`config.mk`:
```
export PLATFORM = sky130hd
export DESIGN_NAME = peer_set_table_flat
export DESIGN_NICKNAME = d
export VERILOG_FILES = /design/src/rtl/pst_pkg.sv /design/src/rtl/pst_if.sv /design/src/rtl/pst_ram.sv /design/src/rtl/peer_set_table.sv /design/src/flat_wrapper.sv
export SDC_FILE = /design/constraint.sdc
export NUM_CORES = 1
export LEC_CHECK = 0
export BUFFER_PORTS_ARGS = -buffer_cell sky130_fd_sc_hd__buf_4
export CAP_MARGIN = 20
export CELL_PAD_IN_SITES_DETAIL_PLACEMENT = 1
export CELL_PAD_IN_SITES_GLOBAL_PLACEMENT = 1
export CORE_UTILIZATION = 35
export DETAILED_ROUTE_END_ITERATION = 8
export PLACE_DENSITY = 0.68
export SYNTH_ARGS = -nofsm -noshare
export SYNTH_HDL_FRONTEND = slang
export SYNTH_SLANG_ARGS = --single-unit
```
`constraint.sdc`:
```
create_clock -name i_clk -period 6.5 [get_ports i_clk]
set_input_delay 0.325 -clock i_clk [delete_from_list [all_inputs] [get_ports i_clk]]
set_output_delay 0.325 -clock i_clk [all_outputs]
set_load 0.02 [all_outputs]
```
`src/rtl/pst_pkg.sv`:
```
// Package for the peer set table: capacity, widths, command and status codes,
// the entry and memory request types, and the controller state type.
// No dependencies.
`timescale 1ns / 1ps
`default_nettype none

package pst_pkg;

    localparam int CAPACITY = 16;
    localparam int IDX_W    = $clog2(CAPACITY);
    localparam int CNT_W    = 5;
    localparam int CMD_W    = 2;
    localparam int STATUS_W = 2;
    localparam int IP_W     = 32;
    localparam int PORT_W   = 16;

    localparam logic [CNT_W-1:0] CAP_CNT = CNT_W'(CAPACITY);

    typedef enum logic [CMD_W-1:0] {
        CMD_ADD    = 2'd0,
        CMD_REMOVE = 2'd1,
        CMD_LIST   = 2'd2
    } t_cmd;

    typedef enum logic [STATUS_W-1:0] {
        ST_DONE  = 2'd0,
        ST_MISS  = 2'd1,
        ST_FULL  = 2'd2,
        ST_EMPTY = 2'd3
    } t_status;

    typedef enum logic [2:0] {
        S_IDLE,
        S_SEARCH,
        S_SHIFT,
        S_LIST,
        S_EMIT
    } t_state;

    typedef struct packed {
        logic [IP_W-1:0]   ip;
        logic [PORT_W-1:0] port;
    } t_entry;

    typedef struct packed {
        logic             we;
        logic [IDX_W-1:0] waddr;
        t_entry           wdata;
        logic             re;
        logic [IDX_W-1:0] raddr;
    } t_ram_req;

endpackage

`default_nettype wire

```
`src/rtl/pst_if.sv`:
```
// Channel interfaces of the peer set table: the command channel and the
// result channel, each with valid, ready and payload. Uses pst_pkg.
`timescale 1ns / 1ps
`default_nettype none

interface pst_in_if;
    logic                           valid;
    logic                           ready;
    logic [pst_pkg::CMD_W-1:0]      command;
    logic [pst_pkg::IP_W-1:0]       peer_ip;
    logic [pst_pkg::PORT_W-1:0]     peer_port;

    modport source (output valid, command, peer_ip, peer_port, input ready);
    modport sink   (input valid, command, peer_ip, peer_port, output ready);
endinterface

interface pst_out_if;
    logic                           valid;
    logic                           ready;
    logic [pst_pkg::STATUS_W-1:0]   status;
    logic [pst_pkg::IP_W-1:0]       entry_ip;
    logic [pst_pkg::PORT_W-1:0]     entry_port;
    logic [pst_pkg::CNT_W-1:0]      entry_count;
    logic                           last;

    modport source (output valid, status, entry_ip, entry_port, entry_count, last,
                    input ready);
    modport sink   (input valid, status, entry_ip, entry_port, entry_count, last,
                    output ready);
endinterface

`default_nettype wire

```
`src/rtl/pst_ram.sv`:
```
// Entry store of the peer set table: one write port, one read port with
// registered read data that holds while no read is issued. Uses pst_pkg.
`timescale 1ns / 1ps
`default_nettype none

module pst_ram (
    input  wire logic              i_clk,
    input  wire pst_pkg::t_ram_req i_req,
    output pst_pkg::t_entry        o_rdata
);

    pst_pkg::t_entry r_mem [pst_pkg::CAPACITY];
    pst_pkg::t_entry r_rdata;

    always_ff @(posedge i_clk) begin
        if (i_req.we) begin
            r_mem[i_req.waddr] <= i_req.wdata;
        end
        if (i_req.re) begin
            r_rdata <= r_mem[i_req.raddr];
        end
    end

    assign o_rdata = r_rdata;

endmodule

`default_nettype wire

```
`src/rtl/peer_set_table.sv`:
```
// Peer set table. An add or a remove walks the stored entries through one memory port,
// and a remove goes on from the match as the entry shift. A list streams one entry per
// cycle while the result side keeps taking them; an empty list answers with the empty
// status. The next command is taken in the cycle after the final result is loaded.
// Synchronous active-low reset empties the table; stored entries are not cleared.
`timescale 1ns / 1ps
`default_nettype none

module peer_set_table (
    input  wire logic  i_clk,
    input  wire logic  i_rst_n,
    pst_in_if.sink     i_in,
    pst_out_if.source  o_out
);

    localparam int IDX_W = pst_pkg::IDX_W;
    localparam int CNT_W = pst_pkg::CNT_W;

    // Controller state. The entry count lives in a register; the entries
    // themselves live in the memory.
    pst_pkg::t_state  r_state, n_state;
    logic [CNT_W-1:0] r_count, n_count;
    logic [CNT_W-1:0] r_idx,   n_idx;     // next entry to read
    logic [IDX_W-1:0] r_pidx,  n_pidx;    // entry whose data is on the read port
    logic             r_pend,  n_pend;    // read data is valid this cycle
    pst_pkg::t_cmd    r_cmd,   n_cmd;
    pst_pkg::t_entry  r_key,   n_key;
    pst_pkg::t_status r_status, n_status;

    // Output register. It lets the table take the next command while a
    // result still waits for its transfer.
    logic                    r_out_valid;
    pst_pkg::t_status        r_out_status;
    logic [pst_pkg::IP_W-1:0]   r_out_ip;
    logic [pst_pkg::PORT_W-1:0] r_out_port;
    logic [CNT_W-1:0]        r_out_count;
    logic                    r_out_last;

    logic                    out_load;
    pst_pkg::t_status        ld_status;
    pst_pkg::t_entry         ld_entry;
    logic                    ld_last;
    logic                    can_emit;
    logic                    hit;
    logic                    list_last;

    pst_pkg::t_ram_req       ram_req;
    pst_pkg::t_entry         ram_rdata;

    pst_ram u_ram (
        .i_clk   (i_clk),
        .i_req   (ram_req),
        .o_rdata (ram_rdata)
    );

    assign can_emit  = !r_out_valid || o_out.ready;
    assign hit       = r_pend && (ram_rdata == r_key);
    assign list_last = ({1'b0, r_pidx} + 1'b1) == r_count;

    // Commands are taken only in the idle state.
    assign i_in.ready = (r_state == pst_pkg::S_IDLE);

    always_ff @(posedge i_clk) begin
        if (!i_rst_n) begin
            r_state <= pst_pkg::S_IDLE;
            r_count <= '0;
            r_idx   <= '0;
            r_pend  <= 1'b0;
        end else begin
            r_state <= n_state;
            r_count <= n_count;
            r_idx   <= n_idx;
            r_pend  <= n_pend;
        end
    end

    always_ff @(posedge i_clk) begin
        r_pidx   <= n_pidx;
        r_cmd    <= n_cmd;
        r_key    <= n_key;
        r_status <= n_status;
    end

    // The search walks the stored entries with one read issued per cycle and
    // the compare made on the data of the previous read. A remove then shifts
    // every later entry down by reading entry i+1 and writing it to entry i.
    // A list issues the next read in the same cycle that an entry is loaded
    // into the output register, so entries stream at one per cycle while the output register can take them.
    always_comb begin
        n_state   = r_state;
        n_count   = r_count;
        n_idx     = r_idx;
        n_pidx    = r_pidx;
        n_pend    = r_pend;
        n_cmd     = r_cmd;
        n_key     = r_key;
        n_status  = r_status;
        out_load  = 1'b0;
        ld_status = pst_pkg::ST_DONE;
        ld_entry  = '0;
        ld_last   = 1'b1;
        ram_req   = '0;

        case (r_state)
            pst_pkg::S_IDLE: begin
                if (i_in.valid) begin
                    n_cmd      = pst_pkg::t_cmd'(i_in.command);
                    n_key.ip   = i_in.peer_ip;
                    n_key.port = i_in.peer_port;
                    n_idx      = '0;
                    n_pend     = 1'b0;
                    case (i_in.command)
                        pst_pkg::CMD_ADD, pst_pkg::CMD_REMOVE: begin
                            n_state = pst_pkg::S_SEARCH;
                        end
                        pst_pkg::CMD_LIST: begin
                            if (r_count == '0) begin
                                n_status = pst_pkg::ST_EMPTY;
                                n_state  = pst_pkg::S_EMIT;
                            end else begin
                                n_state = pst_pkg::S_LIST;
                            end
                        end
                        default: begin
                            // An unknown command changes nothing and has no result.
                        end
                    endcase
                end
            end

            pst_pkg::S_SEARCH: begin
                if (hit) begin
                    n_pend = 1'b0;
                    if (r_cmd == pst_pkg::CMD_ADD) begin
                        n_status = pst_pkg::ST_MISS;
                        n_state  = pst_pkg::S_EMIT;
                    end else begin
                        n_idx   = {1'b0, r_pidx} + 1'b1;
                        n_state = pst_pkg::S_SHIFT;
                    end
                end else if (r_idx == r_count) begin
                    // Every stored entry has been compared without a match.
                    n_pend  = 1'b0;
                    n_state = pst_pkg::S_EMIT;
                    if (r_cmd == pst_pkg::CMD_REMOVE) begin
                        n_status = pst_pkg::ST_MISS;
                    end else if (r_count == pst_pkg::CAP_CNT) begin
                        n_status = pst_pkg::ST_FULL;
                    end else begin
                        ram_req.we    = 1'b1;
                        ram_req.waddr = r_count[IDX_W-1:0];
                        ram_req.wdata = r_key;
                        n_count       = r_count + 1'b1;
                        n_status      = pst_pkg::ST_DONE;
                    end
                end else begin
                    ram_req.re    = 1'b1;
                    ram_req.raddr = r_idx[IDX_W-1:0];
                    n_pidx        = r_idx[IDX_W-1:0];
                    n_idx         = r_idx + 1'b1;
                    n_pend        = 1'b1;
                end
            end

            pst_pkg::S_SHIFT: begin
                if (r_pend) begin
                    ram_req.we    = 1'b1;
                    ram_req.waddr = r_pidx - 1'b1;
                    ram_req.wdata = ram_rdata;
                end
                if (r_idx < r_count) begin
                    ram_req.re    = 1'b1;
                    ram_req.raddr = r_idx[IDX_W-1:0];
                    n_pidx        = r_idx[IDX_W-1:0];
                    n_idx         = r_idx + 1'b1;
                    n_pend        = 1'b1;
                end else begin
                    n_pend = 1'b0;
                    if (!r_pend) begin
                        n_count  = r_count - 1'b1;
                        n_status = pst_pkg::ST_DONE;
                        n_state  = pst_pkg::S_EMIT;
                    end
                end
            end

            pst_pkg::S_LIST: begin
                if (r_pend && can_emit) begin
                    out_load  = 1'b1;
                    ld_status = pst_pkg::ST_DONE;
                    ld_entry  = ram_rdata;
                    ld_last   = list_last;
                end
                if (out_load && list_last) begin
                    n_pend  = 1'b0;
                    n_state = pst_pkg::S_IDLE;
                end else if ((!r_pend || out_load) && (r_idx < r_count)) begin
                    ram_req.re    = 1'b1;
                    ram_req.raddr = r_idx[IDX_W-1:0];
                    n_pidx        = r_idx[IDX_W-1:0];
                    n_idx         = r_idx + 1'b1;
                    n_pend        = 1'b1;
                end else if (out_load) begin
                    n_pend = 1'b0;
                end
            end

            pst_pkg::S_EMIT: begin
                if (can_emit) begin
                    out_load  = 1'b1;
                    ld_status = r_status;
                    ld_last   = 1'b1;
                    n_state   = pst_pkg::S_IDLE;
                end
            end

            default: begin
                n_state = pst_pkg::S_IDLE;
                n_pend  = 1'b0;
            end
        endcase
    end

    always_ff @(posedge i_clk) begin
        if (!i_rst_n) begin
            r_out_valid <= 1'b0;
        end else if (out_load) begin
            r_out_valid <= 1'b1;
        end else if (o_out.ready) begin
            r_out_valid <= 1'b0;
        end
    end

    // The count of an add or remove is already updated when its result
    // leaves the emit state.
    always_ff @(posedge i_clk) begin
        if (out_load) begin
            r_out_status <= ld_status;
            r_out_ip     <= ld_entry.ip;
            r_out_port   <= ld_entry.port;
            r_out_count  <= r_count;
            r_out_last   <= ld_last;
        end
    end

    assign o_out.valid       = r_out_valid;
    assign o_out.status      = r_out_status;
    assign o_out.entry_ip    = r_out_ip;
    assign o_out.entry_port  = r_out_port;
    assign o_out.entry_count = r_out_count;
    assign o_out.last        = r_out_last;

    // The count never exceeds the table capacity.
    a_count_range: assert property (@(posedge i_clk) disable iff (!i_rst_n)
        r_count <= pst_pkg::CAP_CNT)
        else $error("entry count above capacity");

    // The shift never reads and writes the same entry in one cycle.
    a_no_rw_collision: assert property (@(posedge i_clk) disable iff (!i_rst_n)
        !(ram_req.we && ram_req.re && (ram_req.waddr == ram_req.raddr)))
        else $error("read and write to the same entry in one cycle");

    // The final result of a command returns the controller to idle.
    a_last_ends_cmd: assert property (@(posedge i_clk) disable iff (!i_rst_n)
        (out_load && ld_last) |=> (r_state == pst_pkg::S_IDLE))
        else $error("controller busy after the final result");

    // A result is loaded only into a free or draining output register.
    a_no_overwrite: assert property (@(posedge i_clk) disable iff (!i_rst_n)
        out_load |-> (!r_out_valid || o_out.ready))
        else $error("pending result overwritten");

endmodule

`default_nettype wire

```
`src/flat_wrapper.sv`:
```
// flat-port wrapper written by rule: the top's interface ports become plain ports
module peer_set_table_flat 
  (i_clk, i_rst_n, i_in_valid, i_in_command, i_in_peer_ip, i_in_peer_port, i_in_ready, o_out_valid, o_out_status, o_out_entry_ip, o_out_entry_port, o_out_entry_count, o_out_last, o_out_ready);
  pst_in_if i_in_i ();
  pst_out_if o_out_i ();
  input  wire logic i_clk;
  input  wire logic i_rst_n;
  input wire logic [$bits(i_in_i.valid)-1:0] i_in_valid;
  input wire logic [$bits(i_in_i.command)-1:0] i_in_command;
  input wire logic [$bits(i_in_i.peer_ip)-1:0] i_in_peer_ip;
  input wire logic [$bits(i_in_i.peer_port)-1:0] i_in_peer_port;
  output wire logic [$bits(i_in_i.ready)-1:0] i_in_ready;
  output wire logic [$bits(o_out_i.valid)-1:0] o_out_valid;
  output wire logic [$bits(o_out_i.status)-1:0] o_out_status;
  output wire logic [$bits(o_out_i.entry_ip)-1:0] o_out_entry_ip;
  output wire logic [$bits(o_out_i.entry_port)-1:0] o_out_entry_port;
  output wire logic [$bits(o_out_i.entry_count)-1:0] o_out_entry_count;
  output wire logic [$bits(o_out_i.last)-1:0] o_out_last;
  input wire logic [$bits(o_out_i.ready)-1:0] o_out_ready;
  assign i_in_i.valid = i_in_valid;
  assign i_in_i.command = i_in_command;
  assign i_in_i.peer_ip = i_in_peer_ip;
  assign i_in_i.peer_port = i_in_peer_port;
  assign i_in_ready = i_in_i.ready;
  assign o_out_valid = o_out_i.valid;
  assign o_out_status = o_out_i.status;
  assign o_out_entry_ip = o_out_i.entry_ip;
  assign o_out_entry_port = o_out_i.entry_port;
  assign o_out_entry_count = o_out_i.entry_count;
  assign o_out_last = o_out_i.last;
  assign o_out_i.ready = o_out_ready;
  peer_set_table u_core (.i_clk(i_clk), .i_rst_n(i_rst_n), .i_in(i_in_i), .o_out(o_out_i));
endmodule
```
Word-level counts from Yosys, hierarchy flattened

Memory sizes are Yosys's and may differ from the RTL's. A register that Yosys moved wholly into a read port is not among the register bits.
Index checks and enable logic that the tools add are counted.

Bitwise operators: 1
Add/sub/neg operators: 5
$lt $le $gt $ge: 1
Equal/unequal tests: 32
Multiplexer cells: 70
Reduce and logical (&&, ||, !) cells: 27

Operators by type and width:

| cell                                                 | number |
|---|---|
| two-way mux 53 bit                                   | 4 |
| one-hot mux 53 bit (2 select lines)                  | 1 |
| two-way mux 5 bit                                    | 17 |
| two-way mux 58 bit                                   | 1 |
| equality test 48 bit                                 | 1 |
| two-way mux 3 bit                                    | 9 |
| AND reduction 7 bit                                  | 3 |
| two-way mux 2 bit                                    | 10 |
| two-way mux 4 bit                                    | 5 |
| one-hot mux 5 bit (4 select lines)                   | 1 |
| != test 2 bit (second input constant)                | 8 |
| one-hot mux 3 bit (5 select lines)                   | 1 |
| one-hot mux 5 bit (3 select lines)                   | 1 |
| two-way mux 1 bit                                    | 14 |
| != test 2 x 1 -> 1 bit (second input constant)       | 7 |
| one-hot mux 4 bit (3 select lines)                   | 1 |
| adder 5 x 1 -> 5 bit (second input constant)         | 2 |
| equality test 5 bit                                  | 2 |
| one-hot mux 5 bit (2 select lines)                   | 1 |
| AND reduction 8 bit                                  | 1 |
| equality test 3 x 2 -> 1 bit (second input constant) | 2 |
| != test 3 x 1 -> 1 bit (second input constant)       | 2 |
| != test 3 bit (second input constant)                | 2 |
| one-hot mux 2 bit (3 select lines)                   | 1 |
| 28 further kinds                                     | 39 |

Memory bits (writable): 768
Bits in registers: 127
Word-level logic and storage cells: 152
Memories: 1

Memory list:

| memory             | words | width | read ports | clocked after Yosys merged registers in | write ports | RTL line      | text |
|---|---|---|---|---|---|---|---|
| u_core.u_ram.r_mem | 16    | 48    | 1          | 1                                       | 1           | pst_ram.sv:12 | `pst_pkg::t_entry r_mem [pst_pkg::CAPACITY];` |

Logic depth before layout (Yosys ltp)

Word-level depth: 10
Depth in mapped cells: 14

Cells and area by module

A second synthesis with hierarchy kept.

Cells, all modules: 1780
Area, all modules: 36641.4 um2

Modules (own cells, without submodules):

| module         | times used | area an instance (um2) | cells an instance |
|---|---|---|---|
| pst_ram        | 1          | 30171.4                | 1242 |
| peer_set_table | 1          | 6470.0                 | 538 |

Least setup slack after synthesis

OpenSTA, ideal clock, no wires.

Path kind: register to register
Start point: reg u_core.r_count[4]
End point: mem u_core.u_ram.r_mem[4][0] (netlist bit) (enable)
Required time: 5.987 ns
Arrival time: 5.619 ns
Path slack: 0.368 ns
Stages on the path, launching flop included: 9
Buffers on the path: 0
Cell sequence: dfxtp_1 inv_1 ha_1 and3_1 nand3_1 nor4_1 a21oi_1 nand2b_1 nor3_1

Word-level cells in the longest chain between the ends: 8
Elaborated cells between the ends (all ways): 9
Classes of those cells: eq/ne (2); mux (7)

RTL lines:

| item                                    | RTL line              | text |
|---|---|---|
| from (decl)                             | peer_set_table.sv:22  | `logic [CNT_W-1:0] r_count, n_count;` |
| from (signal assigned)                  | peer_set_table.sv:71  | `r_count <= n_count;` |
| equality test 5 bit                     | peer_set_table.sv:147 | `end else if (r_count == pst_pkg::CAP_CNT) begin` |
| two-way mux 53 bit                      | peer_set_table.sv:147 |  |
| two-way mux 53 bit                      | peer_set_table.sv:145 | `if (r_cmd == pst_pkg::CMD_REMOVE) begin` |
| two-way mux 53 bit (*)                  | peer_set_table.sv:141 | `end else if (r_idx == r_count) begin` |
| two-way mux 58 bit (*)                  | peer_set_table.sv:132 | `if (hit) begin` |
| one-hot mux 53 bit (2 select lines) (*) | peer_set_table.sv:104 | `case (r_state)` |
| two-way mux 1 bit                       | pst_ram.sv:16         | `if (i_req.we) begin` |
| two-way mux 1 bit (not written as such) | pst_ram.sv:17         | `r_mem[i_req.waddr] <= i_req.wdata;` |
| to (decl)                               | pst_ram.sv:12         |  |

Mark *: on every way between the ends. The rest lies on a longest branch, timed or not.

Worst setup path in the final report

Start point: reg, netlist name u_core.u_ram.o_rdata[18]
End point: mem u_core.u_ram.r_mem[8][24] (netlist bit) (enable)

Word-level cells in the longest chain between the ends: 6

RTL lines:

| item                                    | RTL line              | text |
|---|---|---|
| equality test 48 bit (*)                | peer_set_table.sv:57  | `assign hit = r_pend && (ram_rdata == r_key);` |
| logical AND 1 bit (*)                   | peer_set_table.sv:57  |  |
| two-way mux 58 bit (*)                  | peer_set_table.sv:132 |  |
| one-hot mux 53 bit (2 select lines) (*) | peer_set_table.sv:104 |  |
| two-way mux 1 bit                       | pst_ram.sv:16         |  |
| two-way mux 1 bit (not written as such) | pst_ram.sv:17         |  |

Marks and branches as above.

==> flow_summary.toml <==
[hold_path]
hp-start = "i_rst_n"
min_to = "u_core.r_state[2]"
holdPathStages = 3
hold_path.class = "input pin to flip-flop"

[logic_synthesis]
ys_seq_elements = 943
synth_xor_area_share_pct = 1.19
yosys.area_share.simple_pct = 7.17
synth_top_family_by_area = "simple AND/OR/NAND/NOR gates"
synth_edf_count = 928
syn_area_per_cell_um2 = 16.5
synthMuxAreaShare_pct = 6.91
synth_top_cell_by_area = "edfxtp_1"
ys_warn_count = 0
synthesis.area_um2 = 37200
ys_seq_area_share_pct = 75.7
synth_area_leaders = "edfxtp_1, mux4_2, nand2_1, nor2_1, o22ai_1"
synthDistinctLibCells = 60
yosysTopAreaCellShare_pct = 74.8
ys.flop_type = "edfxtp_1"
syn-num-nets = 2321
async_flop_share_pct = 0
syn_inst = 2255
synth_compound_area_share_pct = 6.95
synthAdderAreaFrac_pct = 0.423

[layout]
final_net_count = 2501
drive_gt1_share_pct = 17.2
final_cell_count_no_fill = 3904
layout_commonest_cell = "edfxtp_1"
areaGrowthSynthToFinish_pct = 17.2
mostFrequentLayoutCells = "edfxtp_1, nand2_1, buf_4, nor2_1, nand3_1"
post-route-util_pct = 41.4

[grt]
grt_overflow = 0
grt_pass1_vias = 22711
grt_first_pass_wirelength_um = 159000
grt_use_total_pct = 20.4
grt_max_degree = 126
antenna_found_initial = 11

[status]
violations = "design-rule violations"
status = "finished, violations left"

[critical_path]
r2r_cells = 10
crit_path_start_kind = "flip-flop"
reg2reg_from = "u_core.u_ram.o_rdata[18]"
crit_type = "flip-flop to flip-flop"
crit_path_end_kind = "flip-flop"
required_ns = 6.79
r2r_slack_ns = 1.49
worstSetupStartpoint = "u_core.u_ram.o_rdata[18]"
worst_r2r_endpoint = "u_core.u_ram.r_mem[8][24]"
worstPathMaxFanout = 32
arrival_ns = 5.30

[detailed_routing]
wl_um = 111000
via_per_inst = 5.63
via_count = 21997
wire_per_inst_um = 28.5
antenna_left = 0
drt-initial-drc-count = 2536
drc = 52
firstDrtPassIters = 7

[cts]
cts_resized = 0
numCtsBuffers = 98
cts_buffer_depth = 3
cts_setup_buffers = 0
clkSinkCount = 943
root_buffer = "clkbuf_16"
clk-insertion-delay-late_ns = 0.67
holdBufCountCts = 50
tritoncts = "done"
htree_levels = 3
cts.clk_slew.worst_paths_ns = 0.06

[power]
design_power_total_mw = 16.2
ir_worst_vdd_uv = 205
pwr_density_cell_nw_per_um2 = 370
cellLeakagePower_nw = 14.5

[sta]
clock-skew-final_ns = 0.0453
final_max_slew_viol_count = 0
finalSetupTns_ns = 0
setup_slack_ns = 1.49
max_freq_mhz = 200
setup_viol = 0
min_period_ns = 5.01
slew_headroom_pct = 31.6
rsz0062_at_grt = "no"
period_share_pct = 77.1
tightestPinTransition_ns = 1.03
hold_violations = 0

[floorplanning]
coreArea_um2 = 105000
fp.dieH_um = 328
fp.dieW_um = 328
initial_utilization_pct = 35.3
row_count = 119
die-area_um2 = 108000
io-pin-count = 112

[placed_design]
post-place-cells = 3671
preCtsSetupSlack_ns = 1.48
port_buffers = 111
hpwl_um = 63500
gp_congestion = 0.830

[flow_run]
maxCapViolCount = 0
cell type report:
| type | instances | area, µm² |
|---|---|---|
| Fill cell | 10345 | 61800 |
| Sequential cell | 943 | 28200 |
| Multi-Input combinational cell | 1151 | 8610 |
| Clock buffer | 124 | 2610 |
| Timing Repair Buffer | 216 | 1910 |
| Tap cell | 1391 | 1740 |
| Clock inverter | 53 | 499 |
| Inverter | 25 | 93.8 |
| Antenna cell | 1 | 2.50 |
worst max-delay path, stage by stage (launching register included):
cell and delay, ns:
edfxtp_1 0.48, xor2_1 0.30, nor4_1 0.82, nand4_1 0.27, nor3_1 0.57, buf_4 0.31, nor4_1 0.10, a21oi_1 0.26
nand2b_1 0.28, nor2_4 0.57, buf_4 0.62
cells in the mapped netlist (3+ instances only):
library cell,n
edfxtp_1,928
nand2_1,225
nor2_1,158
nand3_1,103
clkbuf_1,102
mux4_2,96
o22ai_1,91
and2_1,47
a22o_1,44
mux2i_1,41
o21ai_0,39
a211o_1,38
o311a_1,38
a21oi_1,30
xor2_1,25
inv_1,23
xnor2_1,23
buf_2,20
dfxtp_1,15
nand2b_1,14
o31ai_1,14
o211ai_1,13
a31oi_1,12
buf_1,12
nor4_1,12
ha_1,11
nor2b_1,10
a21o_1,9
nor3_1,9
nand4_1,7
and3_1,5
or3_1,5
o2111ai_1,3
power breakdown:
group          internal [mW]  switching, mW  leakage, nW
sequential              7.51          0.354         8.68
clock                   3.16           2.36         1.52
combinational          0.808           1.97         4.27
cells by family after synthesis:
family	count (synthesis)
DFF	943
and+or+nand+nor	601
AOI/OAI and AO/OA	352
buffers and inverters	161
muxes	137
xor gates and xnor gates	49
adders and majority gates	12
routing by layer:
| layer | up-vias | wire, µm | GRT usage [%] |
|---|---|---|---|
| li1 | 9216 | - | - |
| met3 | 193 | 10700 | 5.37 |
| met4 | 2 | 3370 | 6.70 |
| met1 | 11560 | 46200 | 27.8 |
| met5 | - | 8 | 0 |
| met2 | 1026 | 50900 | 31.9 |
flip-flops by register name, summed over array words and instances (netlist names):
name / cells
u_core.o_out.entry_port: 16
u_core.r_cmd: 2
u_core.r_idx: 5
u_core.o_out.valid: 1
u_core.r_status: 2
u_core.o_out.last: 1
u_core.r_state: 3
u_core.r_count: 5
u_core.o_out.status: 2
u_core.o_out.entry_ip: 32
u_core.r_pidx: 4
u_core.u_ram.o_rdata: 48
u_core.o_out.entry_count: 5
u_core.u_ram.r_mem: 768
u_core.r_key: 48
u_core.r_pend: 1
worst max path at each step:
stage	endpoint	slack, ns	cells past startpoint
final	u_core.u_ram.r_mem[8][24]	1.49	10
after floorplan	u_core.u_ram.r_mem[4][0]	0.37	8
after detailed placement	u_core.u_ram.r_mem[13][7]	1.48	10
after global placement	u_core.u_ram.r_mem[13][6]	1.66	10
after CTS	u_core.u_ram.r_mem[13][46]	1.41	10
after global routing	u_core.u_ram.r_mem[8][24]	1.48	10
through the flow:
step	hold WS (ns)	cell area (µm²)
2_1_floorplan	0.424	37200
3_3_place_gp	0.504	39900
3_5_place_dp	0.505	40000
4_1_cts	0.00831	43600
5_1_grt	0.0316	43600
6_report	0.0463	43600
Note: power is estimated with default switching activity, not from simulation.
